## config.mk

```make
export PLATFORM = sky130hd
export DESIGN_NAME = pps_queue
export DESIGN_NICKNAME = d
export VERILOG_FILES = /design/src/hdl/pps_pkg.sv /design/src/hdl/pps_queue.sv
export SDC_FILE = /design/constraint.sdc
export NUM_CORES = 1
export LEC_CHECK = 0
export CAP_MARGIN = 0
export CORE_AREA = 2 2 144 146
export DETAILED_ROUTE_END_ITERATION = 10
export DIE_AREA = 0 0 146 148
export DONT_BUFFER_PORTS = 1
export PLACE_DENSITY = 0.75
export SETUP_SLACK_MARGIN = 0.02
export SLEW_MARGIN = 20
export SYNTH_ARGS = -nofsm -noshare
export SYNTH_HDL_FRONTEND = slang
export SYNTH_SLANG_ARGS = --single-unit
```

## constraint.sdc

```tcl
create_clock -name clk -period 3.63 [get_ports clk]
set_input_delay 0.1815 -clock clk [delete_from_list [all_inputs] [get_ports clk]]
set_output_delay 0.1815 -clock clk [all_outputs]
set_load 0.03 [all_outputs]
```

## src/hdl/pps_pkg.sv

```systemverilog
// ----------------------------------------------------------------------------
// pps_pkg
// Shared types and constants for the planar palette scan-out unit.
// ----------------------------------------------------------------------------
package pps_pkg;

  // Store geometry
  localparam int FB_BYTES        = 262144;
  localparam int PALETTE_ENTRIES = 256;
  localparam int PLANES          = 8;

  localparam int FB_AW    = $clog2(FB_BYTES);
  localparam int PAL_AW   = $clog2(PALETTE_ENTRIES);
  localparam int PLANE_W  = (PLANES > 1) ? $clog2(PLANES) : 1;
  // Wide enough for the last plane address plus one more stride step
  localparam int ADDR_W   = 21;

  // Field widths
  localparam int OP_W     = 2;
  localparam int FBA_W    = 18;
  localparam int PIDX_W   = 8;
  localparam int DATA_W   = 32;
  localparam int COORD_W  = 10;
  localparam int SW_W     = 10;
  localparam int SH_W     = 9;
  localparam int SCALE_W  = 2;
  localparam int OH_W     = 10;
  localparam int CFG_IDX_W = 3;
  localparam int CFG_DW   = 10;

  // Reset values of the configuration registers
  localparam logic [SW_W-1:0]    SRC_WIDTH_RST  = 10'd320;
  localparam logic [SH_W-1:0]    SRC_HEIGHT_RST = 9'd256;
  localparam logic [SCALE_W-1:0] SCALE_RST      = 2'd2;
  localparam logic [OH_W-1:0]    OUT_HEIGHT_RST = 10'd512;

  // Queue between front and back
  localparam int Q_DEPTH = 4;
  localparam int Q_AW    = $clog2(Q_DEPTH);
  localparam int Q_CW    = $clog2(Q_DEPTH + 1);

  typedef enum logic [OP_W-1:0] {
    OP_PAL_WR = 2'd0,
    OP_FB_WR  = 2'd1,
    OP_PIXEL  = 2'd2,
    OP_NONE   = 2'd3
  } op_t;

  typedef enum logic [CFG_IDX_W-1:0] {
    CFG_PLANAR     = 3'd0,
    CFG_WIDE       = 3'd1,
    CFG_SRC_WIDTH  = 3'd2,
    CFG_SRC_HEIGHT = 3'd3,
    CFG_SCALE_X    = 3'd4,
    CFG_SCALE_Y    = 3'd5,
    CFG_OUT_HEIGHT = 3'd6,
    CFG_SPARE      = 3'd7
  } cfg_reg_t;

  typedef enum logic [1:0] {
    BK_IDLE,
    BK_PLANE,
    BK_CHUNK,
    BK_EMIT
  } bk_state_t;

  // Classified word handed from front to back
  typedef struct packed {
    op_t                 kind;
    logic [ADDR_W-1:0]   addr;     // palette index, byte address or pixel base
    logic [DATA_W-1:0]   data;
    logic [2:0]          bit_sel;  // column within a plane byte
    logic                ok;       // pixel lies in drawn area and source range
    logic [COORD_W-1:0]  dest_row;
    logic [COORD_W-1:0]  dest_col;
  } pps_word_t;

  // Configuration the back end needs
  typedef struct packed {
    logic              planar;
    logic [ADDR_W-1:0] stride;
  } pps_cfg_t;

endpackage

```

## src/hdl/pps_queue.sv

```systemverilog
// ----------------------------------------------------------------------------
// pps_queue
// Short FIFO of classified words between the front and back ends.
// ----------------------------------------------------------------------------
module pps_queue
  import pps_pkg::*;
(
  input  logic      clk,
  input  logic      rst_n,
  input  logic      push,
  input  pps_word_t push_word,
  input  logic      pop,
  output pps_word_t head_word,
  output logic      full,
  output logic      empty
);

  pps_word_t         slot_r [Q_DEPTH];
  logic [Q_AW-1:0]   wr_ptr_r, wr_ptr_nxt;
  logic [Q_AW-1:0]   rd_ptr_r, rd_ptr_nxt;
  logic [Q_CW-1:0]   count_r,  count_nxt;
  logic              do_push, do_pop;

  assign full      = (count_r == Q_CW'(Q_DEPTH));
  assign empty     = (count_r == '0);
  assign head_word = slot_r[rd_ptr_r];
  assign do_push   = push && !full;
  assign do_pop    = pop && !empty;

  // Advance pointers and fill count
  always_comb begin
    wr_ptr_nxt = wr_ptr_r;
    rd_ptr_nxt = rd_ptr_r;
    count_nxt  = count_r;
    if (do_push) begin
      wr_ptr_nxt = (wr_ptr_r == Q_AW'(Q_DEPTH - 1)) ? '0 : wr_ptr_r + 1'b1;
    end
    if (do_pop) begin
      rd_ptr_nxt = (rd_ptr_r == Q_AW'(Q_DEPTH - 1)) ? '0 : rd_ptr_r + 1'b1;
    end
    if (do_push && !do_pop) begin
      count_nxt = count_r + 1'b1;
    end else if (do_pop && !do_push) begin
      count_nxt = count_r - 1'b1;
    end
  end

  always_ff @(posedge clk) begin
    if (!rst_n) begin
      wr_ptr_r <= '0;
      rd_ptr_r <= '0;
      count_r  <= '0;
    end else begin
      wr_ptr_r <= wr_ptr_nxt;
      rd_ptr_r <= rd_ptr_nxt;
      count_r  <= count_nxt;
    end
  end

  // Store the incoming word
  always_ff @(posedge clk) begin
    if (do_push) begin
      slot_r[wr_ptr_r] <= push_word;
    end
  end

endmodule

```

* After elaboration in Yosys (flattened, before gate mapping)
Memory sizes are Yosys's and may differ from the RTL's. A register that Yosys moved wholly into a read port is not among the register bits.
Index checks and enable logic that the tools add are counted.
** Word-level totals
- Bits in registers :: 7
- Bits in writable memories :: 316
- Input bits :: 83
- Output and inout port bits :: 81
- Memories :: 1
** Memories
- slot_r :: depth 4, bits a word 79, rd ports 1, clocked after memory_dff 1, write ports 1, RTL line pps_queue.sv:18 : pps_word_t slot_r [Q_DEPTH];
** Operators by class
- Add/subtract/negate cells :: 4
- Equality and inequality tests :: 3
- Mux-type cells :: 8
- Reduce and logical (&&, ||, !) cells :: 10
** Operators by type and width (count)
- $mux W2 :: 4
- $mux W3 :: 2
- $add A2 B1 Y2 const B :: 2
- $eq A2 B2 Y1 const B :: 2
- $logic_and A1 B1 Y1 :: 4
- $logic_not A1 Y1 :: 4
- $add A3 B1 Y3 const B :: 1
- $eq A3 B3 Y1 const B :: 1
- $logic_not A3 Y1 :: 1
- $sub A3 B1 Y3 const B :: 1
- $mux W1 :: 2
- $reduce_bool A2 Y1 :: 1

* Depth between registers and ports, before layout
Gate-level depths: netlist of run 1.
- Depth in word-level cells :: 7
- Gate-level depth with buffers :: 9
- Depth with buffers taken out :: 8

* Worst setup path after synthesis of run 1
OpenSTA, ideal clock, no wires.
- Path type :: register -> register
- From :: register count_r[0]
- To :: memory slot_r[1][0] (netlist name) (enable)
- Setup time :: 0.446 ns
- Data arrival time :: 2.852 ns
- Data required time :: 3.184 ns
- Slack :: 0.332 ns
- Cell stages (with the launch flop) :: 5
- Path through :: dfxtp_1 nor3b_1 nor2b_1 clkbuf_1 and2_1
** Between the ends
- Cells in the longest elaborated chain, start to end :: 5
** Ends and longest elaborated chain
- from (decl) :: RTL line pps_queue.sv:21 : logic [Q_CW-1:0] count_r, count_nxt;
- from (signal assigned) :: RTL line pps_queue.sv:56 : count_r <= count_nxt;
- $eq A3 B3 Y1 :: RTL line pps_queue.sv:24 : assign full = (count_r == Q_CW'(Q_DEPTH));
- named net full :: RTL line pps_queue.sv:14 : output logic full,
- $logic_not A1 Y1 :: RTL line pps_queue.sv:27 : assign do_push = push && !full;
- $logic_and A1 B1 Y1 :: RTL line pps_queue.sv:27
- named net do_push :: RTL line pps_queue.sv:22 : logic do_push, do_pop;
- $mux W1 :: RTL line pps_queue.sv:62 : if (do_push) begin
- $mux W1 (not written as such) :: RTL line pps_queue.sv:63 : slot_r[wr_ptr_r] <= push_word;
- to (decl) :: RTL line pps_queue.sv:18
The timed path passes the listed nets, and every way through them passes these cells.

* Worst setup path after layout of run 1
- From :: register count_r[0]
- To :: register count_r[2]
** Between the ends
- Cells in the longest elaborated chain, start to end :: 6
** Ends and longest elaborated chain
- branches (longest 6 deep; another with $sub A3 B1 Y3)
Parallel ways; which one is timed is not known. The select of a mux whose other input is x is not followed.
A chain may end at the register's enable or synchronous reset.

==> impl_results.md, run 1 <==
- Pre-antenna DRT Iters: 5
- CTS max path bufs: 3
- DRC errors left: 0
- Layout area overhead: 18.3%
- FF-to-FF path depth: 9
- Period Utilization, post-route: between 70% and 80%
- Data arrival, critical path: roughly 3.1 ns
- Pwr Density: about 720 mW/mm2
- Initial Util: approximately 60%
- H-tree depth: 1
- CTS sink count: roughly 330
- Initial antenna violation count: 4
- Worst slack, placed: between 1 and 1.5 ns
- Flop2flop setup slack: ~1 ns
- Layout net count: between 600 and 700
- Slew margin rel.: 37.3%
- Post CTS Setup Buffer Count: 0
- Post-Route Utilization: between 60 and 70%
- Detailed Route Iter0 Violations: approximately 320
- CTS tree: done
- Crit. End Element: flop
- Die ar.: about 0.022 mm2
- Synth Flop Type: edfxtp_1
- Vias/cell: between 5 and 6
- Detail Placement HPWL: 12,500 um
- Startpoint Class: flop
- Number of global-route vias before repair: approximately 5,400
- Post-synth EDFFs: about 320
- Core area: about 0.020 mm2
- Top cells by area, synth: edfxtp_1, mux4_2, dfxtp_1, ha_1, buf_2
- Drt total wl: approximately 22,000 um
- Cell count after synthesis: about 460
- Syn Nets: approximately 550
- Largest net degree at the start of global routing: 80
- CTS Buf Count: 31
- Setup violations, final: 0
- Die Ht: roughly 150 um
- First-pass GRT wire length: between 30,000 and 40,000 um
- Final max-slew violation count: 0
- Fin cells: 870
- Post-synth cell types: 25
- Hold_ws: 0.0449 ns
- Global-route usage over all layers: 20.4%
- Routability Congestion: roughly 0.74
- #FFs+latches synth: about 330
- CP Class: reg -> reg
- Post-Route Setup TNS: 0 ns
- Post-synth top area share: 80.0%
- Row count: between 50 and 60
- Clock slew at reported path FFs: around 0.060 ns
- Family with the most delay on the worst path: simple AND/OR/NAND/NOR gates
- P_leak: 4.41 nW
- Placed insts: approximately 730
- Skew-Pair Late Insertion Delay: roughly 0.55 ns
- Post-Syn Area: ~0.012 mm2
- Peak Freq: roughly 380 MHz
- Grt total ovfl: 0
- Synth area leader: edfxtp_1
- Status: complete, no violations
- Cts repair resizes: 0
- Filler cells: approximately 1,200
- Count leader, synth: edfxtp_1
- Max_cap viols: 0
- Hold Path Sink: wr_ptr_r[1]
- Worst Hold Depth: 2
- Most frequent cells after synthesis: edfxtp_1, mux4_2, buf_2, dfxtp_1, clkbuf_1
- Critical R2R Launch: count_r[0]
- Post-synthesis async set-or-reset flop share: 0%
- DRT antenna net count: 0
- Final worst-path setup slack: 1.00 ns
- Avg Cell Area, Syn: between 20 and 30 um2
- Reg2reg end: count_r[2]
- Worst Hold Launch: push
- DR vias: a little over 5,000
- Slowest CP cell: nor2b_1
- Worst Tran Pin Value: between 0.9 and 1 ns
- Req. time, crit path: 4.10 ns
- Fin. Hold Viols: 0
- Layout cells sized above 1: 22.8%
- RSZ-0062 raised after global routing: false
- Buf/Inv on CP: 2
- Minimum clock period: between 2 and 3 ns
- Clock skew: 0.0205 ns
- IO Count: 164
- CP cell instances: nor3b_1 > buf_4 > nor2b_1 > ha_1 > inv_1 > fa_1 > xor2_1 > or3_1 > a21boi_0
- Wire per inst: between 20 and 30 um
- Root buffer cell: clkbuf_16
- Peak supply drop: ~0.50 mV
- Register area share after synthesis: 81.6%
- Crit-path max FO: 7
- Hold Path Class: in -> reg
- Hold buffer count at CTS: 81
- YS warnings: 0
- Port-buffer cells: 0
- CP max stage delay: 0.46 ns
- Die Wd: between 100 and 150 um
kinds of logic after synthesis:
group	after synthesis	synth area share (%)
flops	325	81.6
mux	82	15.3
buf+inv	23	1.12
simple gates	20	0.865
fa+ha+maj	7	0.802
compound gates	5	0.253
xor+xnor	2	0.148
final cells by class:
class	instances	area, um2	area share (%)
flip-flops and latches	325	9680	69.0
clock inverters	9	68.8	0.491
repair buffers	94	991	7.07
inverters	3	11.3	0.0803
multi-input cells	116	2060	14.7
clock buffers	49	863	6.16
well taps	270	338	2.41
diodes	4	10.0	0.0714
layer usage:
metal,wire [um],track usage (%),up-vias
met5,0,0,-
met4,352,5.10,0
met3,1970,6.30,31
met2,11200,33.7,194
met1,8410,27.3,2633
li1,-,-,2197
worst reg2reg max path: cells and delay by family, from the launching register on:
kind / cells / cell delay (ns)
XOR/XNOR: 1 / 0.18
adder cells (fa/ha/maj): 2 / 0.69
flip-flops: 1 / 0.44
AND/OR/NAND/NOR: 3 / 0.85
buffers and inverters: 2 / 0.24
AO/OA/AOI/OAI: 1 / 0.17
state kept, by name, summed over array words and instances, names as in the netlist, named ones only:
name	cells
slot_r	316
count_r	3
rd_ptr_r	2
wr_ptr_r	2
report_power, final:
| group | switching (mW) | total [mW] | internal [mW] | leakage [nW] |
|---|---|---|---|---|
| sequential | 0.182 | 4.75 | 4.57 | 2.97 |
| combinational | 1.63 | 2.46 | 0.837 | 0.985 |
| clock | 1.26 | 2.95 | 1.69 | 0.452 |
| total | 3.06 | 10.2 | 7.10 | 4.41 |
per-stage QoR:
step                cell area, um2  total power [mW]
CTS                          14000              10.3
global route                 14000              10.5
global placement             12200              7.15
floorplan                    11900              6.82
detailed placement           12200              7.21
finish                       14000              10.2
worst max path at each step:
stage,startpoint,endpoint,slack [ns],cells after the start
floorplan,count_r[0],slot_r[1][0],0.33,4
global placement,count_r[0],count_r[2],1.17,9
detailed placement,count_r[0],count_r[2],1.00,9
CTS,count_r[0],count_r[2],0.99,9
global route,count_r[0],count_r[2],0.79,9
finish,count_r[0],count_r[2],1.00,9
layout by cell type, fill, tap and decap left out, types with 5 or more instances in the layout:
master / netlist / final
buf_12: 1 / 5
buf_4: 0 / 7
clkbuf_1: 8 / 16
clkbuf_16: 0 / 31
dfxtp_1: 9 / 7
dlygate4sd3_1: 0 / 81
edfxtp_1: 316 / 316
ha_1: 6 / 6
mux4_2: 79 / 79
nand2_1: 6 / 6
(Power assumes the default switching activity.)
==> run 2: changes to the inputs <==
--- a/config.mk
+++ b/config.mk
@@ -5,12 +5,13 @@
 export SDC_FILE = /design/constraint.sdc
 export NUM_CORES = 1
 export LEC_CHECK = 0
+export ABC_AREA = 1
 export CAP_MARGIN = 0
-export CORE_AREA = 2 2 144 146
+export CORE_AREA = 2 2 150 152
 export DETAILED_ROUTE_END_ITERATION = 10
-export DIE_AREA = 0 0 146 148
+export DIE_AREA = 0 0 152 154
 export DONT_BUFFER_PORTS = 1
-export PLACE_DENSITY = 0.75
+export PLACE_DENSITY = 0.74
 export SETUP_SLACK_MARGIN = 0.02
 export SLEW_MARGIN = 20
 export SYNTH_ARGS = -nofsm -noshare
==> constraint.sdc (replaced) <==
create_clock -name clk -period 2.4 [get_ports clk]
set_input_delay 0.12 -clock clk [delete_from_list [all_inputs] [get_ports clk]]
set_output_delay 0.12 -clock clk [all_outputs]
set_load 0.03 [all_outputs]
==> run 2 against run 1 <==
Flip-flop and latch count stayed put; synthesized cell count is 80% higher; combinational power is 140% higher; clock-buffer cell count is 5 lower; sequential share of layout area is 4.4 points lower; clock power is 60% higher; clock skew is 0.0084 ns lower; critical path type is now reg -> out; largest cell class unchanged; largest power group unchanged; highest routed layer unchanged.
==> impl_results.md, run 2 <==
- Clock skew: 0.0121 ns
- Number of global-route vias before repair: about 7,500
- Switching fraction of total power: about a third
- Register area share after synthesis: between 70% and 80%
- Core area: 0.0217 mm2
- Design Area, Final: ~0.015 mm2
- Cts repair resizes: 0
- Post-synth cell types: 21
- Diode count: 0
- Worst slack, placed: slightly above 0.4 ns
- #FFs+latches synth: about 330
- Minimum clock period: 2.33 ns
- Startpoint Class: flop
- Largest register FFs: 316
- Fin. Hold Viols: 0
- Vias/cell: 5.72
- Peak Freq: 430 MHz
- CTS Buf Count: 34
- Req. time, crit path: between 2 and 2.5 ns
- Post CTS Setup Buffer Count: 0
- Switch Pwr: ~6.2 mW
- CTS max path bufs: 3
- Grt total ovfl: 0
- Pwr Density: around 1200 mW/mm2
- CP Class: reg -> out
- Reg2reg end: count_r[1]
- Global-route usage over all layers: a little over a fifth
- Worst Tran Pin Value: just over 0.7 ns
- RSZ-0062 raised after global routing: false
- DRC errors left: 0
- Most flops, register: slot_r
- P_leak: about 5.2 nW
- Drt total wl: about 26,000 um
- Layer with the highest usage: met2
- Detailed Route Iter0 Violations: 621
- Status: complete, no violations
- Top cells by area, synth: edfxtp_1, nor2_1, o21ai_0, o22ai_1, o21ai_1
- Die ar.: 0.0234 mm2
- Post-Route Setup TNS: 0 ns
- Hold Path Class: in -> reg
- Setup violations, final: 0
- Wire per inst: 19.7 um
- Met3 GRT Util: 4.62%
- Crit-path max FO: around 160
- Final worst-path setup slack: roughly 0.074 ns
- Flop2flop setup slack: between 0.3 and 0.4 ns
- Most frequent cells in the layout: edfxtp_1, nor2_1, o21ai_0
- Routability Congestion: slightly below 0.8
- DRT antenna net count: 0
- Max_cap viols: 0
- First-pass GRT wire length: approximately 40,000 um
- Clock slew at reported path FFs: 0.05 ns
- Post-synth top area share: approximately 80%
- GR Layer Usage met2: roughly 37%
- Root buffer cell: clkbuf_16
- FF-to-FF path depth: 9
- Most common cell after layout, fill and taps aside: edfxtp_1
- DR vias: between 7,000 and 8,000
- Layout net count: ~1,100
- Detail Placement HPWL: between 10,000 and 15,000 um
- Row count: 54
- Worst setup endpoint: head_word[64]
- Period Utilization, post-route: approximately 97%
- Most frequent cells after synthesis: edfxtp_1, nor2_1, o21ai_0
- Dpl cell area: around 0.013 mm2
- Port-buffer cells: 0
- Count leader, synth: edfxtp_1
- Die Ht: between 150 and 200 um
- Tot Pwr: around 18 mW
- Avg Cell Area, Syn: 14.6 um2
- Clock power share: 26.6%
- Synth Flop Type: edfxtp_1
- Post-Syn Area: about 0.012 mm2
- Pre-antenna DRT Iters: 5
- Initial Util: 56.2%
- H-tree depth: 2
- Peak supply drop: 0.996 mV
- Crit. End Element: primary output
- Top flop regs: slot_r (316), count_r (3)
- Skew-Pair Late Insertion Delay: roughly 0.5 ns
- Synth area leader: edfxtp_1
- YS warnings: 0
- Syn Nets: around 930
- CTS sink count: about 330
- IO Count: roughly 160
- Die Wd: roughly 150 um
- Critical R2R Launch: count_r[1]
- Layout cells sized above 1: ~14%
- GR Util met1: ~28%
- CTS tree: done
- Sequential share of power: between 30% and 40%
- Slew margin rel.: between 50% and 60%
- Initial antenna violation count: 0
- Post-synth EDFFs: about 320
- Hold_ws: around 0.047 ns
- Layout area overhead: 22.8%
- P_int: approximately 12 mW
- Final max-slew violation count: 0
- Post-synthesis async set-or-reset flop share: 0%
- Data arrival, critical path: roughly 2.2 ns
- Largest net degree at the start of global routing: approximately 160
- Cell count after synthesis: between 800 and 900
- Combinational share of power: approximately a third
## run 2: cell families after synthesis
family	share of synthesized area [%]
DFF	79.3
adders and majority gates	0.780
buffers and inverters	3.18
and+or+nand+nor	6.00
AOI/OAI and AO/OA	10.7
## run 2: repair_timing
item,4_1_cts,5_1_grt
hold buffers,82,0
endpoints found under the hold margin,325,0
endpoints found under the setup margin,0,0
## run 2: worst max-delay path, stage by stage (launching register included)
cell,delay [ns]
dfxtp_4,0.37
buf_12,0.44
o21ai_0,0.22
o22ai_1,0.29
buf_4,0.22
## run 2: metrics by stage
step                      std cells  util, %
after CTS                      1302     69.0
after global routing           1302     69.0
after detailed placement       1163     60.6
after global placement         1163     60.6
final                          1302     69.0
after floorplan                 835        -
## run 2: worst min-delay path by stage
stage                             start             to  slack, ns  depth (start not counted)
after floorplan            push_word[0]   slot_r[0][0]       0.22                          0
after global placement    push_word[24]  slot_r[0][24]       0.22                          0
after detailed placement  push_word[59]  slot_r[3][59]       0.22                          0
after CTS                          push    wr_ptr_r[0]       0.02                          3
after global routing               push    wr_ptr_r[0]       0.06                          3
final                              push    wr_ptr_r[0]       0.05                          3
## run 2: power by group through the flow
stage	Clock, mW	Sequential, mW	Combinational (mW)
floorplan	0	7.19	3.82
global placement	0	7.17	5.72
detailed placement	0	7.18	5.80
CTS	4.80	7.07	5.99
global route	5.03	7.12	6.38
finish	4.72	7.07	5.99
## run 2: final cells by class
cell class	count	area, um2
Clock buffer	44	910
Clock inverter	13	86.3
Fill cell	1405	6730
Inverter	19	73.8
Multi-Input combinational cell	441	2160
Sequential cell	325	9670
Tap cell	280	350
Timing Repair Buffer	180	1710
## run 2: metal layers
| layer | wire length [um] | vias up |
|---|---|---|
| li1 | - | 3463 |
| met1 | 10600 | 3683 |
| met2 | 12900 | 270 |
| met3 | 1620 | 37 |
| met4 | 472 | 0 |
| met5 | 0 | - |
