==> src/hdl/pps_pkg.sv <==
// ----------------------------------------------------------------------------
// pps_pkg
// Shared types and constants for the planar palette scan-out unit.
// ----------------------------------------------------------------------------
package pps_pkg;

  // Store geometry
  localparam int FB_BYTES        = 262144;
  localparam int PALETTE_ENTRIES = 256;
  localparam int PLANES          = 8;

  localparam int FB_AW    = $clog2(FB_BYTES);
  localparam int PAL_AW   = $clog2(PALETTE_ENTRIES);
  localparam int PLANE_W  = (PLANES > 1) ? $clog2(PLANES) : 1;
  // Wide enough for the last plane address plus one more stride step
  localparam int ADDR_W   = 21;

  // Field widths
  localparam int OP_W     = 2;
  localparam int FBA_W    = 18;
  localparam int PIDX_W   = 8;
  localparam int DATA_W   = 32;
  localparam int COORD_W  = 10;
  localparam int SW_W     = 10;
  localparam int SH_W     = 9;
  localparam int SCALE_W  = 2;
  localparam int OH_W     = 10;
  localparam int CFG_IDX_W = 3;
  localparam int CFG_DW   = 10;

  // Reset values of the configuration registers
  localparam logic [SW_W-1:0]    SRC_WIDTH_RST  = 10'd320;
  localparam logic [SH_W-1:0]    SRC_HEIGHT_RST = 9'd256;
  localparam logic [SCALE_W-1:0] SCALE_RST      = 2'd2;
  localparam logic [OH_W-1:0]    OUT_HEIGHT_RST = 10'd512;

  // Queue between front and back
  localparam int Q_DEPTH = 4;
  localparam int Q_AW    = $clog2(Q_DEPTH);
  localparam int Q_CW    = $clog2(Q_DEPTH + 1);

  typedef enum logic [OP_W-1:0] {
    OP_PAL_WR = 2'd0,
    OP_FB_WR  = 2'd1,
    OP_PIXEL  = 2'd2,
    OP_NONE   = 2'd3
  } op_t;

  typedef enum logic [CFG_IDX_W-1:0] {
    CFG_PLANAR     = 3'd0,
    CFG_WIDE       = 3'd1,
    CFG_SRC_WIDTH  = 3'd2,
    CFG_SRC_HEIGHT = 3'd3,
    CFG_SCALE_X    = 3'd4,
    CFG_SCALE_Y    = 3'd5,
    CFG_OUT_HEIGHT = 3'd6,
    CFG_SPARE      = 3'd7
  } cfg_reg_t;

  typedef enum logic [1:0] {
    BK_IDLE,
    BK_PLANE,
    BK_CHUNK,
    BK_EMIT
  } bk_state_t;

  // Classified word handed from front to back
  typedef struct packed {
    op_t                 kind;
    logic [ADDR_W-1:0]   addr;     // palette index, byte address or pixel base
    logic [DATA_W-1:0]   data;
    logic [2:0]          bit_sel;  // column within a plane byte
    logic                ok;       // pixel lies in drawn area and source range
    logic [COORD_W-1:0]  dest_row;
    logic [COORD_W-1:0]  dest_col;
  } pps_word_t;

  // Configuration the back end needs
  typedef struct packed {
    logic              planar;
    logic [ADDR_W-1:0] stride;
  } pps_cfg_t;

endpackage

==> src/hdl/pps_front.sv <==
// ----------------------------------------------------------------------------
// pps_front
// Holds the configuration registers, accepts items, scales coordinates,
// checks the drawn area and forms the frame address of each pixel.
// ----------------------------------------------------------------------------
module pps_front
  import pps_pkg::*;
(
  input  logic                 clk,
  input  logic                 rst_n,
  input  logic                 start,
  output logic                 busy,
  input  logic [OP_W-1:0]      in_op,
  input  logic [FBA_W-1:0]     in_fb_address,
  input  logic [PIDX_W-1:0]    in_palette_index,
  input  logic [DATA_W-1:0]    in_write_data,
  input  logic [COORD_W-1:0]   in_out_col,
  input  logic [COORD_W-1:0]   in_out_row,
  input  logic                 cfg_we,
  input  logic [CFG_IDX_W-1:0] cfg_index,
  input  logic [CFG_DW-1:0]    cfg_data,
  output pps_cfg_t             cfg_o,
  output logic                 q_push,
  output pps_word_t            q_word,
  input  logic                 q_full
);

  logic                 planar_r, wide_r;
  logic [SW_W-1:0]      src_width_r;
  logic [SH_W-1:0]      src_height_r;
  logic [SCALE_W-1:0]   scale_x_r, scale_y_r;
  logic [OH_W-1:0]      out_height_r;
  logic [ADDR_W-1:0]    stride_r;
  logic [SW_W+SH_W-1:0] area;

  logic                 valid_r, valid_nxt;
  pps_word_t            word_r, word_nxt;
  logic                 accept;
  op_t                  op;

  logic [COORD_W-1:0]   x_src, y_src;
  logic [OH_W+3:0]      h9;
  logic [OH_W-1:0]      y_stop, y_off;
  logic [SW_W-1:0]      mul_a;
  logic [SW_W-1:0]      add_x;
  logic [2*COORD_W-1:0] prod;
  logic [ADDR_W-1:0]    pix_addr;
  logic                 in_area;

  // Configuration writes; unknown indexes do nothing
  always_ff @(posedge clk) begin
    if (!rst_n) begin
      planar_r     <= 1'b0;
      wide_r       <= 1'b0;
      src_width_r  <= SRC_WIDTH_RST;
      src_height_r <= SRC_HEIGHT_RST;
      scale_x_r    <= SCALE_RST;
      scale_y_r    <= SCALE_RST;
      out_height_r <= OUT_HEIGHT_RST;
    end else if (cfg_we) begin
      case (cfg_reg_t'(cfg_index))
        CFG_PLANAR:     planar_r     <= cfg_data[0];
        CFG_WIDE:       wide_r       <= cfg_data[0];
        CFG_SRC_WIDTH:  src_width_r  <= cfg_data[SW_W-1:0];
        CFG_SRC_HEIGHT: src_height_r <= cfg_data[SH_W-1:0];
        CFG_SCALE_X:    scale_x_r    <= cfg_data[SCALE_W-1:0];
        CFG_SCALE_Y:    scale_y_r    <= cfg_data[SCALE_W-1:0];
        CFG_OUT_HEIGHT: out_height_r <= cfg_data[OH_W-1:0];
        default: ;
      endcase
    end
  end

  // Plane stride, one byte per eight pixels of the frame
  assign area = src_width_r * src_height_r;
  always_ff @(posedge clk) begin
    stride_r <= ADDR_W'(area >> 3);
  end

  assign cfg_o.planar = planar_r;
  assign cfg_o.stride = stride_r;

  // Scale down; a factor of 0 acts as 1 and 3 as 2
  assign x_src = scale_x_r[1] ? (in_out_col >> 1) : in_out_col;
  assign y_src = scale_y_r[1] ? (in_out_row >> 1) : in_out_row;

  // Drawn height and centring offset
  assign h9     = (OH_W+4)'({out_height_r, 3'b000}) + (OH_W+4)'(out_height_r);
  assign y_stop = wide_r ? h9[OH_W+3:4] : out_height_r;
  assign y_off  = wide_r ? ((out_height_r - y_stop) >> 1) : '0;

  // Frame address: one multiply and one add
  assign mul_a    = planar_r ? (src_width_r >> 3) : src_width_r;
  assign add_x    = planar_r ? (x_src >> 3) : x_src;
  assign prod     = y_src * mul_a;
  assign pix_addr = ADDR_W'(prod) + ADDR_W'(add_x);

  assign in_area = (in_out_row < y_stop) && (y_src < COORD_W'(src_height_r))
                && (x_src < src_width_r);

  assign op     = op_t'(in_op);
  assign busy   = valid_r && q_full;
  assign accept = start && !busy;
  assign q_push = valid_r;
  assign q_word = word_r;

  // Classify the item and hold it until the queue takes it
  always_comb begin
    valid_nxt         = valid_r;
    word_nxt          = word_r;
    if (valid_r && !q_full) begin
      valid_nxt = 1'b0;
    end
    if (accept) begin
      valid_nxt         = (op != OP_NONE);
      word_nxt.kind     = op;
      word_nxt.data     = in_write_data;
      word_nxt.bit_sel  = x_src[2:0];
      word_nxt.dest_row = in_out_row + y_off;
      word_nxt.dest_col = in_out_col;
      word_nxt.ok       = in_area;
      case (op)
        OP_PAL_WR: word_nxt.addr = ADDR_W'(in_palette_index);
        OP_FB_WR:  word_nxt.addr = ADDR_W'(in_fb_address);
        default: begin
          word_nxt.addr = pix_addr;
          // Chunky byte beyond the frame store is not drawn
          if (!planar_r && (pix_addr[ADDR_W-1:FB_AW] != '0)) begin
            word_nxt.ok = 1'b0;
          end
        end
      endcase
    end
  end

  always_ff @(posedge clk) begin
    if (!rst_n) begin
      valid_r <= 1'b0;
    end else begin
      valid_r <= valid_nxt;
    end
  end

  always_ff @(posedge clk) begin
    word_r <= word_nxt;
  end

endmodule

==> config.mk <==
export PLATFORM = sky130hd
export DESIGN_NAME = pps_front
export DESIGN_NICKNAME = d
export VERILOG_FILES = /design/src/hdl/pps_pkg.sv /design/src/hdl/pps_front.sv
export SDC_FILE = /design/constraint.sdc
export NUM_CORES = 1
export LEC_CHECK = 0
export ABC_AREA = 1
export BUFFER_PORTS_ARGS = -buffer_cell sky130_fd_sc_hd__buf_2
export CORE_MARGIN = 5
export CORE_UTILIZATION = 40
export DETAILED_ROUTE_END_ITERATION = 8
export PLACE_DENSITY_LB_ADDON = 0.1
export RECOVER_POWER = 100
export SYNTH_ARGS = -nofsm -noshare
export SYNTH_HDL_FRONTEND = slang
export SYNTH_SLANG_ARGS = --single-unit
==> constraint.sdc <==
create_clock -name clk -period 17.24 [get_ports clk]
set_input_delay 3.448 -clock clk [delete_from_list [all_inputs] [get_ports clk]]
set_output_delay 3.448 -clock clk [all_outputs]
set_load 0.05 [all_outputs]
* Yosys cells after proc, flatten, opt, wreduce, memory -nomap -nowiden
Index checks and enable logic that the tools add are counted.
** Word-level totals
- Bits in registers :: 131
- Bits in latches :: 0
- RAM bits :: 0
- ROM bits :: 0
- Bits of input ports :: 98
- Memories :: 0
** Operators by class
- Add/subtract/negate cells :: 4
- Multiply operators :: 2
- Div/mod/pow operators :: 0
- Order comparisons :: 3
- Equality and inequality tests :: 8
- Shift operators :: 0
- Muxes and demuxes :: 11
- Bitwise operators :: 0
- Reduce and logical (&&, ||, !) cells :: 21
** Operator list (count)
- 2-to-1 mux 10 bit :: 5
- one-hot mux 21 bit (2 select lines) :: 1
- adder 20 x 10 -> 21 bit :: 1
- less-than comparator 10 bit :: 2
- multiplier 10 x 10 -> 20 bit :: 1
- multiplier 10 x 9 -> 19 bit :: 1
- adder 13 x 10 -> 14 bit :: 1
- AND reduction 2 bit :: 7
- adder 10 x 9 -> 10 bit :: 1
- less-than comparator 10 x 9 -> 1 bit :: 1
- subtractor 10 bit :: 1
- equality test 3 bit (second input constant) :: 3
- 2-to-1 mux 9 bit :: 1
- equality test 3 x 2 -> 1 bit (second input constant) :: 2
- logical AND 1 bit :: 6
- 2-to-1 mux 1 bit :: 4
- equality test 3 x 1 -> 1 bit (second input constant) :: 1
- zero test 1 bit :: 3
- zero test 3 bit :: 1
- nonzero test 3 bit :: 1
- equality test 2 x 1 -> 1 bit (second input constant) :: 1
- zero test 2 bit :: 1
- inequality test 2 bit (second input constant) :: 1
- nonzero test 2 bit :: 1
- OR reduction 2 bit :: 1

* Logic depth before layout (Yosys ltp)
Gate-level depths: netlist of the first run.
- Depth after elaboration :: 7
- Depth in mapped cells :: 30
- Gate-level depth less buffers :: 28

* Worst setup path after synthesis of the first run
OpenSTA, ideal clock, no wires.
- Kind :: input-to-reg
- From :: input in_out_row[1]
- To :: register word_r, in the netlist q_word[20] (data pin)
- Data arrival time :: 7.744 ns
- Path slack :: 9.240 ns
- Cell stages on the path :: 24
- Path buffers :: 1
- Cells stage by stage :: nand2_1 > and2_1 > buf_6 > inv_1 > nand2_1 > fa_1 > fa_1 > inv_1 > fa_1 > fa_1 > inv_1 > fa_1 > inv_1 > ha_1 > nand2_1 > inv_1 > a21oi_1 > nand3_2 > nand2_1 > nand2_1 > nand2_1 > nand2_1 > nand3_1 > a21oi_2
** Between the ends
- Word-level cells in the longest chain between the ends :: 7
- Elaborated cells between the ends (all ways) :: 11
- Those cells by class :: add/sub: 1; mul: 1; order compare: 2; mux: 3; reduce/logical: 4
** Ends and longest elaborated chain
- start, declared :: line pps_front.sv:18 : input logic [COORD_W-1:0] in_out_row,
- 2-to-1 mux 10 bit :: line pps_front.sv:85 : assign y_src = scale_y_r[1] ? (in_out_row >> 1) : in_out_row;
- multiplier 10 x 10 -> 20 bit :: line pps_front.sv:95 : assign prod = y_src * mul_a;
- adder 20 x 10 -> 21 bit :: line pps_front.sv:96 : assign pix_addr = ADDR_W'(prod) + ADDR_W'(add_x);
- nonzero test 3 bit :: line pps_front.sv:128 : if (!planar_r && (pix_addr[ADDR_W-1:FB_AW] != '0)) begin
- logical AND 1 bit :: line pps_front.sv:128
- 2-to-1 mux 1 bit :: line pps_front.sv:128
- 2-to-1 mux 1 bit * :: line pps_front.sv:122 : case (op)
- end signal, assigned :: line pps_front.sv:145 : word_r <= word_nxt;
- end, declared :: line pps_front.sv:37 : pps_word_t word_r, word_nxt;
Every way passes the cells marked *; elsewhere a longest branch is shown, timed or not.
A chain may end at the register's enable or synchronous reset.

* Worst setup path in the final report of the first run
Ends and elaborated chain as after synthesis.

==> flow_summary.ini, run 1 <==
[layout]
stdcell_area_mm2 = 0.0148
fin_util_pct = 45.7
diodes = 0
num-nets-final = 2129
drive_above_1_share_pct = 7.99
syn2layout_area_growth_pct = 13.4

[route]
drc = 0
wl_per_cell_um = 15.7
num_vias = 10600
first_pass_iters = 5
drtIter0Drc = 584
wirelength_um = 34700
postRouteAntennaNets = 0
vias_per_cell = 4.78

[cts]
ctsHoldBuffers = 0
clock_sinks = 129
clk_latency_ps = 430
postCtsSetupBuffers = 0
cts_max_path_buffers = 2
clock-root-buffer = clkbuf_16
cts_made_buffers = 17
post_cts_resized = 0
cts_tree = done
htree_levels = 4
path_clk_slew_ps = 60

[worst_setup_path]
cp_data_required_time_ps = 17420
path_buf_inv = 5
max_stage_delay_ps = 560
worst_ep_arrival_time_ps = 8480
slowest_stage = fa_1
start_kind = input pin
r2r_setup_slack_ps = 10900
crit_type = in -> reg
crit_path_max_fanout = 9
cp_cell_sequence = buf_2, nand2_1, and2_0, inv_1, nand2_1, fa_1, fa_1, inv_1, fa_1, fa_1, inv_1, fa_1, inv_1, ha_1, nand2_1, nor2_1, nand3_1, nand3_1, nand2_1, nand3_1, nand2_1, nand3_1, a21oi_2
cp_top_family = adder cells
endpoint_kind = register

[status]
violations = capacitance limit, slew limit
outcome = complete, but fails checks

[sta]
rsz0062_at_grt = no
max-slew-margin-rel_pct = -152
hold_ws_ps = 518
hold_violations = 0
clock_skew_ps = 12.3
fmax_ghz = 0.120
setup_viol = 0
period_share_pct = 48.2
period_minus_slack_ps = 8310
tightest_slew_ps = 3780
drv_slew = 63
tns_ps = 0

[placed_design]
hpwl_um = 28500
gp_congestion = 0.895
placed_cell_area_mm2 = 0.0144
io_buffers = 195

[power]
power_density_mw_per_mm2 = 86.9
power.total_mw = 1.29
p_leak_nw = 7.44
vdd_ir_drop_max_uv = 68.3

[yosys]
yosys.area_share.simple_pct = 17.2
synth_compound_area_share_pct = 9.73
synth-edff-count = 79
ys_seq_area_share_pct = 25.8
synth_seq_cells = 129
netlist_instances = 1573
yosys.area_share.adder_pct = 34.4
synthDistinctLibCells = 51
yosys_warnings = 0
synth_top_family_by_area = adder cells
synth_area_leaders = fa_1, edfxtp_1, ha_1
yosys.area_share.xor_xnor_pct = 2.14
synth-main-ff-cell = edfxtp_1
netlist_area_mm2 = 0.0131
async_flop_share_pct = 0
synth_top_area_cell = fa_1
avgSynthCellArea_um2 = 8.32
yosysMostFrequentCell = nand2_1
synth_mux_area_share_pct = 0.229
yosys-top-cells-count = nand2_1, inv_1, ha_1
synth_top_area_share_pct = 20.3

[global_routing]
grt_pass1_wl_um = 56400
grt_max_degree = 63
grt_util_met2_pct = 35.4
gr-usage-met1_pct = 25.0
grt_busiest_layer = met2
grt_remaining_overflow = 0
grt_usage_pct = 19.5
antenna_found_initial = 0
grt_pass1_vias = 10900
use_met3_pct = 2.34

[die]
fp.dieH_um = 191
core_mm2 = 0.0325
die_x_um = 191
initial_utilization_pct = 40.3
die_area_mm2 = 0.0364
io_pins = 201
rows = 66

[min_path]
min_path_type = reg -> reg

[flow_run]
drv_cap = 1
where the power goes:
| part | internal [mW] | leakage [nW] | switching [mW] |
|---|---|---|---|
| combinational | 0.172 | 5.98 | 0.376 |
| sequential | 0.365 | 1.18 | 0.0156 |
| clock | 0.203 | 0.276 | 0.157 |
| total | 0.740 | 7.44 | 0.548 |
placed cells by master, fill, tap and decap left out, types with 3 or more instances in the layout:
| master | netlist | final |
|---|---|---|
| nand2_1 | 330 | 330 |
| inv_1 | 297 | 297 |
| nor2_1 | 145 | 147 |
| ha_1 | 147 | 147 |
| fa_1 | 133 | 133 |
| clkbuf_1 | 27 | 116 |
| a21oi_1 | 91 | 93 |
| buf_2 | 7 | 81 |
| edfxtp_1 | 79 | 79 |
| o21ai_0 | 67 | 71 |
| dfxtp_1 | 50 | 50 |
| nand3_1 | 31 | 33 |
| xor2_1 | 22 | 22 |
| clkbuf_16 | 0 | 17 |
| nor3_1 | 13 | 14 |
| inv_2 | 12 | 11 |
| xnor2_1 | 10 | 10 |
| o21ai_1 | 13 | 9 |
| nand4_1 | 9 | 9 |
| o211ai_1 | 9 | 9 |
| o21ai_2 | 8 | 8 |
| or2_1 | 7 | 7 |
| a21o_1 | 6 | 6 |
| conb_1 | 1 | 5 |
| inv_6 | 0 | 5 |
| o31ai_1 | 3 | 4 |
| o21a_1 | 4 | 4 |
| clkinv_4 | 0 | 4 |
| nand3b_1 | 3 | 3 |
| a22o_1 | 3 | 3 |
| mux2i_1 | 3 | 3 |
sequential cells by signal (all words and copies together), names as in the netlist:
signal and flops:
q_push 1, src_height_r 9, scale_y_r 1, planar_r 1, stride_r 16, out_height_r 10, src_width_r 10, scale_x_r 1
q_word 79, wide_r 1
cells by family after synthesis:
group | count (synthesis)
other | 1
XOR/XNOR | 32
adder cells (fa/ha/maj) | 280
AO/OA/AOI/OAI | 222
multiplexers | 3
AND/OR/NAND/NOR | 554
flip-flops | 129
buffers and inverters | 352
stage by stage:
step	instances	setup WS, ps
after global routing	2206	8580
after CTS	2206	9100
final	2206	8930
after detailed placement	2174	8660
after global placement	2174	8740
after floorplan	1577	9240
worst register-to-register path: cells and delay by family, from the launching register on:
family                   cells  cell delay (ps)
AO/OA/AOI/OAI                3              700
adder cells (fa/ha/maj)      6             2950
buffers and inverters        5              580
flip-flops                   1             1010
AND/OR/NAND/NOR              8              850
path summary, 6_finish.rpt:
check | startpoint | end | cells after the start
worst max-delay path | in_out_row[1] | q_word[20]$_DFFE_PP_ | 23
worst max register to register | planar_r$_SDFFE_PN0P_ | q_word[20]$_DFFE_PP_ | 22
worst min register to register | q_push$_SDFFE_PN0P_ | q_push$_SDFFE_PN0P_ | 2
worst min-delay path | q_push$_SDFFE_PN0P_ | q_push$_SDFFE_PN0P_ | 2
final cells by class:
cell class / count / area (µm²)
clock buffers: 18 / 429
well taps: 442 / 553
multi-input cells: 1096 / 8320
flip-flops and latches: 129 / 3370
repair buffers: 198 / 852
clock inverters: 14 / 144
inverters: 309 / 1160
fillers: 3400 / 17600
metal layers:
layer,up-vias,share of wire (%)
met5,-,0
met4,0,1.3
met3,23,3.2
met2,174,52
met1,5034,44
li1,5319,-
Power figures use the tool's default switching activity.
==> inputs of run 2 (changes only) <==
ABC_AREA = 0   (was 1)
clock period = 6.87 ns   (was 17.24 ns; I/O delays follow)
==> run 2 against run 1 <==
The run still ends with capacitance limit, slew limit left. Sequential power is 140% higher. Synthesized cell count is 11% lower. Cell count is 8.2% lower. Via count is 4.4% lower. Critical endpoint is now q_word[70]$_DFFE_PP_. Largest power group is now sequential cells. Highest routed layer unchanged.
==> flow_summary.ini, run 2 <==
[sta]
fmax_ghz = 0.154
rsz0062_at_grt = no
period_share_pct = 94.4
clock_skew_ps = 9.60
period_minus_slack_ps = 6490
setup_viol = 0
tns_ps = 0
drv_slew = 80
tightest_slew_ps = 4270
hold_violations = 0
hold_ws_ps = 515
max-slew-margin-rel_pct = -185

[placed_design]
io_buffers = 195
hpwl_um = 26700
gp_congestion = 0.887

[cts]
postCtsSetupBuffers = 0
ctsHoldBuffers = 0
cts_max_path_buffers = 2
post_cts_resized = 0
cts_tree = done
clk_latency_ps = 440
htree_levels = 4
path_clk_slew_ps = 60
cts_made_buffers = 17
clock_sinks = 129
clock-root-buffer = clkbuf_16

[worst_setup_path]
crit_path_start = in_out_row[4]
reg2regPathDepth = 18
crit_type = in -> reg
endpoint_kind = register
r2r-end = q_word[70]$_DFFE_PP_
cp_data_required_time_ps = 7060
r2r_setup_slack_ps = 610
start_kind = input pin
rr_startpoint = planar_r$_SDFFE_PN0P_
crit_path_max_fanout = 6
crit_end = q_word[70]$_DFFE_PP_
worst_ep_arrival_time_ps = 6680

[route]
drtIter0Drc = 506
wl_per_cell_um = 16.2
num_vias = 10100
vias_per_cell = 4.98
first_pass_iters = 5
wirelength_um = 32800
drc = 0
postRouteAntennaNets = 0

[yosys]
ys_seq_area_share_pct = 26.2
synthDistinctLibCells = 70
avgSynthCellArea_um2 = 9.25
yosys-top-cells-count = inv_1, nand2_1, ha_1
synth-edff-count = 79
netlist_area_mm2 = 0.0129
async_flop_share_pct = 0
synth-main-ff-cell = edfxtp_1
synth_top_area_cell = fa_1
synth_seq_cells = 129
yosysMostFrequentCell = inv_1
synth_area_leaders = fa_1, edfxtp_1, ha_1
synth_top_area_share_pct = 20.7
yosys_warnings = 0
netlist_instances = 1393

[layout]
final_common_cell = inv_1
fillCellCount = 3228
num-nets-final = 1988
fin_util_pct = 47.0
diodes = 0
final_cell_mix = inv_1, nand2_1, ha_1
syn2layout_area_growth_pct = 15.6
largest_reg_flops = 79
drive_above_1_share_pct = 10.4

[die]
io_pins = 201
fp.dieH_um = 189
initial_utilization_pct = 40.6
die_x_um = 189
core_mm2 = 0.0317
die_area_mm2 = 0.0359
rows = 65

[global_routing]
grt_pass1_vias = 10300
antenna_found_initial = 1
grt_max_degree = 80
grt_remaining_overflow = 0
grt_usage_pct = 18.5
grt_pass1_wl_um = 53000

[status]
outcome = complete, but fails checks
violations = capacitance limit, slew limit

[power]
power_density_mw_per_mm2 = 177
p_leak_nw = 6.86
vdd_ir_drop_max_uv = 165
power.total_mw = 2.63

[min_path]
min_path_type = reg -> reg
hold_depth = 2

[flow_run]
drv_cap = 1
## run 2: changes by cell type in the layout (fill, tap and decap cells not counted), sizes merged, moves of 29 or more
cell	before	now
a21boi	0	29
a21oi	95	50
buf	83	119
inv	315	218
nand2	332	214
o21ai	88	56
## run 2: how the worst min path moves through the flow
stage               slack, ps                         start                            to
floorplan                 470  out_height_r[0]$_SDFFE_PN0P_  out_height_r[0]$_SDFFE_PN0P_
global placement          510  out_height_r[0]$_SDFFE_PN0P_  out_height_r[0]$_SDFFE_PN0P_
detailed placement        510  out_height_r[2]$_SDFFE_PN0P_  out_height_r[2]$_SDFFE_PN0P_
CTS                       520  out_height_r[2]$_SDFFE_PN0P_  out_height_r[2]$_SDFFE_PN0P_
global route              540  out_height_r[2]$_SDFFE_PN0P_  out_height_r[2]$_SDFFE_PN0P_
finish                    520  out_height_r[0]$_SDFFE_PN0P_  out_height_r[0]$_SDFFE_PN0P_
## run 2: critical path, cell delays in order
cell	delay (ps)
buf_2	130
mux2i_1	310
buf_4	210
nor2_1	60
fa_1	440
fa_1	570
fa_1	460
fa_1	550
inv_1	50
fa_1	530
inv_1	40
ha_1	310
a2111oi_0	470
a211oi_1	110
o21ai_2	130
a21boi_0	160
o21a_1	200
or3_1	300
a32o_1	260
## run 2: kinds of logic (layout without fill, tap and decap cells)
logic type | after synthesis | in the layout | synth area share, %
mux | 38 | 38 | 3.06
flops | 129 | 129 | 26.2
fa+ha+maj | 280 | 280 | 34.9
other cells | 1 | 5 | 0.0291
compound gates | 227 | 227 | 11.6
simple gates | 423 | 423 | 13.9
buf+inv | 260 | 486 | 7.84
xor+xnor | 35 | 35 | 2.38
## run 2: cell type report
type	count	area, µm²	share of cell area [%]
clock buffer	20	447	3.00
timing repair buffer	235	1120	7.54
clock inverter	12	111	0.748
multi-input combinational	1008	8510	57.2
tap	402	503	3.38
sequential	129	3370	22.7
inverter	219	822	5.52
## run 2: layer usage
metal	vias up	track usage, %	routed length, µm
met2	229	30.2	15400
met1	4811	25.1	15000
met3	35	3.24	1680
met5	-	0	0
met4	0	5.93	610
li1	5007	-	-
## run 2: power by group
group	internal, mW	total [mW]	switching, mW	leakage, nW
clock	0.508	0.866	0.358	0.267
combinational	0.300	0.859	0.559	5.42
sequential	0.889	0.910	0.0204	1.18
## run 2: stage by stage
step           setup slack (ps)  instances  cell area [µm²]
6_report                    382       2025            14900
5_1_grt                    74.4       2025            14900
4_1_cts                     410       2025            15100
3_5_place_dp              -28.0       1993            14500
3_3_place_gp               66.3       1993            14500
2_1_floorplan               230       1397            12900
==> inputs of run 3 (changes only) <==
CELL_PAD_IN_SITES_DETAIL_PLACEMENT = 1   (was not set)
CELL_PAD_IN_SITES_GLOBAL_PLACEMENT = 1   (was not set)
CORE_ASPECT_RATIO = 1.25   (was not set)
HOLD_SLACK_MARGIN = 0.1   (was not set)
==> run 3 against run 2 <==
The run still ends with capacitance limit, slew limit left. Maximum frequency shrank 0.97%. Clock power grew 6.9%. Sequential power is essentially flat. First-iteration DRC count shrank 28%. Combinational power grew 2%. Cell area grew 0.81%. Worst hold slack is essentially flat. Sequential share of layout area shrank 0.18 points. Register-to-register slack gained 20 ps.
==> flow_summary.ini, run 3 (synthesis results as in run 2) <==
[power]
clkPwrFrac_pct = 34.1
p_int_mw = 1.74
p_sw_uw = 968
p_leak_nw = 6.93
p_comb_share_pct = 32.4
power.total_mw = 2.71
power_density_mw_per_mm2 = 181
sw_frac_of_total_pct = 35.7
vdd_ir_drop_max_uv = 121
pwr-share-seq_pct = 33.5

[cts]
clock_sinks = 129
path_clk_slew_ps = 60
htree_levels = 4
postCtsSetupBuffers = 0
cts_made_buffers = 17
clk_latency_ps = 440
clock-root-buffer = clkbuf_16
cts_max_path_buffers = 2
cts_tree = done
post_cts_resized = 0
ctsHoldBuffers = 0

[layout]
regArea_mm2 = 0.00337
diodes = 0
final_common_cell = inv_1
syn2layout_area_growth_pct = 16.5
drive_above_1_share_pct = 11.0
num-nets-final = 1999
final_cell_mix = inv_1, nand2_1, ha_1
fillCellCount = 3834
multiInputGateArea_mm2 = 0.00850
largest_reg_flops = 79

[route]
routedLengthMet1_um = 14600
drc = 0
route.met2.wl_um = 19000
wl_met3_um = 1360
first_pass_iters = 4
postRouteAntennaNets = 0
num_vias = 10400
drtIter0Drc = 362
vias_per_cell = 5.07
wirelength_um = 35700
wl_per_cell_um = 17.4
top_layer = met4

[global_routing]
grt_pass1_wl_um = 58800
grt_remaining_overflow = 0
grt_max_degree = 60
grt_pass1_vias = 11500
antenna_found_initial = 0
grt_usage_pct = 20.5

[sta]
max-slew-margin-rel_pct = -111
setup_viol = 0
period_share_pct = 95.4
hold_ws_ps = 515
drv_slew = 82
period_minus_slack_ps = 6550
rsz0062_at_grt = no
clock_skew_ps = 9.55
tightest_slew_ps = 3160
fmax_ghz = 0.153
hold_violations = 0

[placed_design]
hpwl_um = 29600
io_buffers = 195
gp_congestion = 0.884

[worst_setup_path]
r2r_setup_slack_ps = 630
reg2regPathDepth = 21
worst_ep_arrival_time_ps = 6740
crit_path_max_fanout = 7
start_kind = input pin
cp_data_required_time_ps = 7060
crit_type = in -> reg
endpoint_kind = register

[min_path]
hold_depth = 2
min_path_type = reg -> reg

[die]
rows = 73
initial_utilization_pct = 40.5
io_pins = 201
die_x_um = 171
core_mm2 = 0.0318
die_area_mm2 = 0.0359
fp.dieH_um = 211

[status]
outcome = complete, but fails checks
violations = capacitance limit, slew limit

[flow_run]
drv_cap = 2
-- run 3: changes by cell type in the layout (fill, tap and decap cells not counted), moves of 2 or more --
cell	change
buf_4	+11
clkbuf_8	+2
clkinv_2	-2
inv_4	+2
-- run 3: path summary, 6_finish.rpt --
| path | start | endpoint |
|---|---|---|
| setup / recovery | in_out_row[3] | q_word[70]$_DFFE_PP_ |
| hold / removal | out_height_r[0]$_SDFFE_PN0P_ | out_height_r[0]$_SDFFE_PN0P_ |
| setup reg to reg | planar_r$_SDFFE_PN0P_ | q_word[70]$_DFFE_PP_ |
| hold reg to reg | out_height_r[0]$_SDFFE_PN0P_ | out_height_r[0]$_SDFFE_PN0P_ |
-- run 3: routing by layer --
metal	global-route usage, %	vias up
met3	3.33	40
met5	0	-
met1	24.3	5142
met2	38.1	172
li1	-	5018
met4	5.34	0
-- run 3: power by group through the flow --
stage          registers [mW]  clock network (mW)  logic [mW]
4_1_cts                 0.906               0.958       0.914
5_1_grt                 0.913               0.995       0.985
3_3_place_gp            0.920                   0       0.890
6_report                0.908               0.926       0.878
2_1_floorplan            1.08                   0       0.486
3_5_place_dp            0.922                   0       0.906
-- run 3: cell type report --
type	count	area share (%)
clock buffer	22	3.31
clock inverter	10	0.650
inverter	219	5.48
multi-input combinational	1008	56.6
sequential	129	22.5
tap	412	3.43
timing repair buffer	246	8.02
-- run 3: critical path, stage by stage --
cell and delay [ps]:
buf_2 130, mux2i_1 140, inv_1 110, clkbuf_1 280, nand2_1 130, fa_1 440
fa_1 500, fa_1 500, inv_1 50, fa_1 530, inv_1 50, fa_1 530
inv_1 40, ha_1 270, a2111oi_0 470, a211oi_1 110, o21ai_2 140, a21boi_0 170
o21a_1 200, or3_1 300, a32o_1 270
-- run 3: per-stage QoR --
| step | setup WS (ps) | TNS, ps | util (%) | area (µm²) | instances |
|---|---|---|---|---|---|
| floorplan | 230 | 0 | - | 12900 | 1397 |
| detailed placement | -72.7 | -118 | 45.9 | 14600 | 2014 |
| CTS | 375 | 0 | 47.8 | 15200 | 2046 |
| global route | 79.3 | 0 | 47.2 | 15000 | 2046 |
| finish | 318 | 0 | 47.2 | 15000 | 2046 |
| global placement | 45.8 | 0 | 45.9 | 14600 | 2014 |
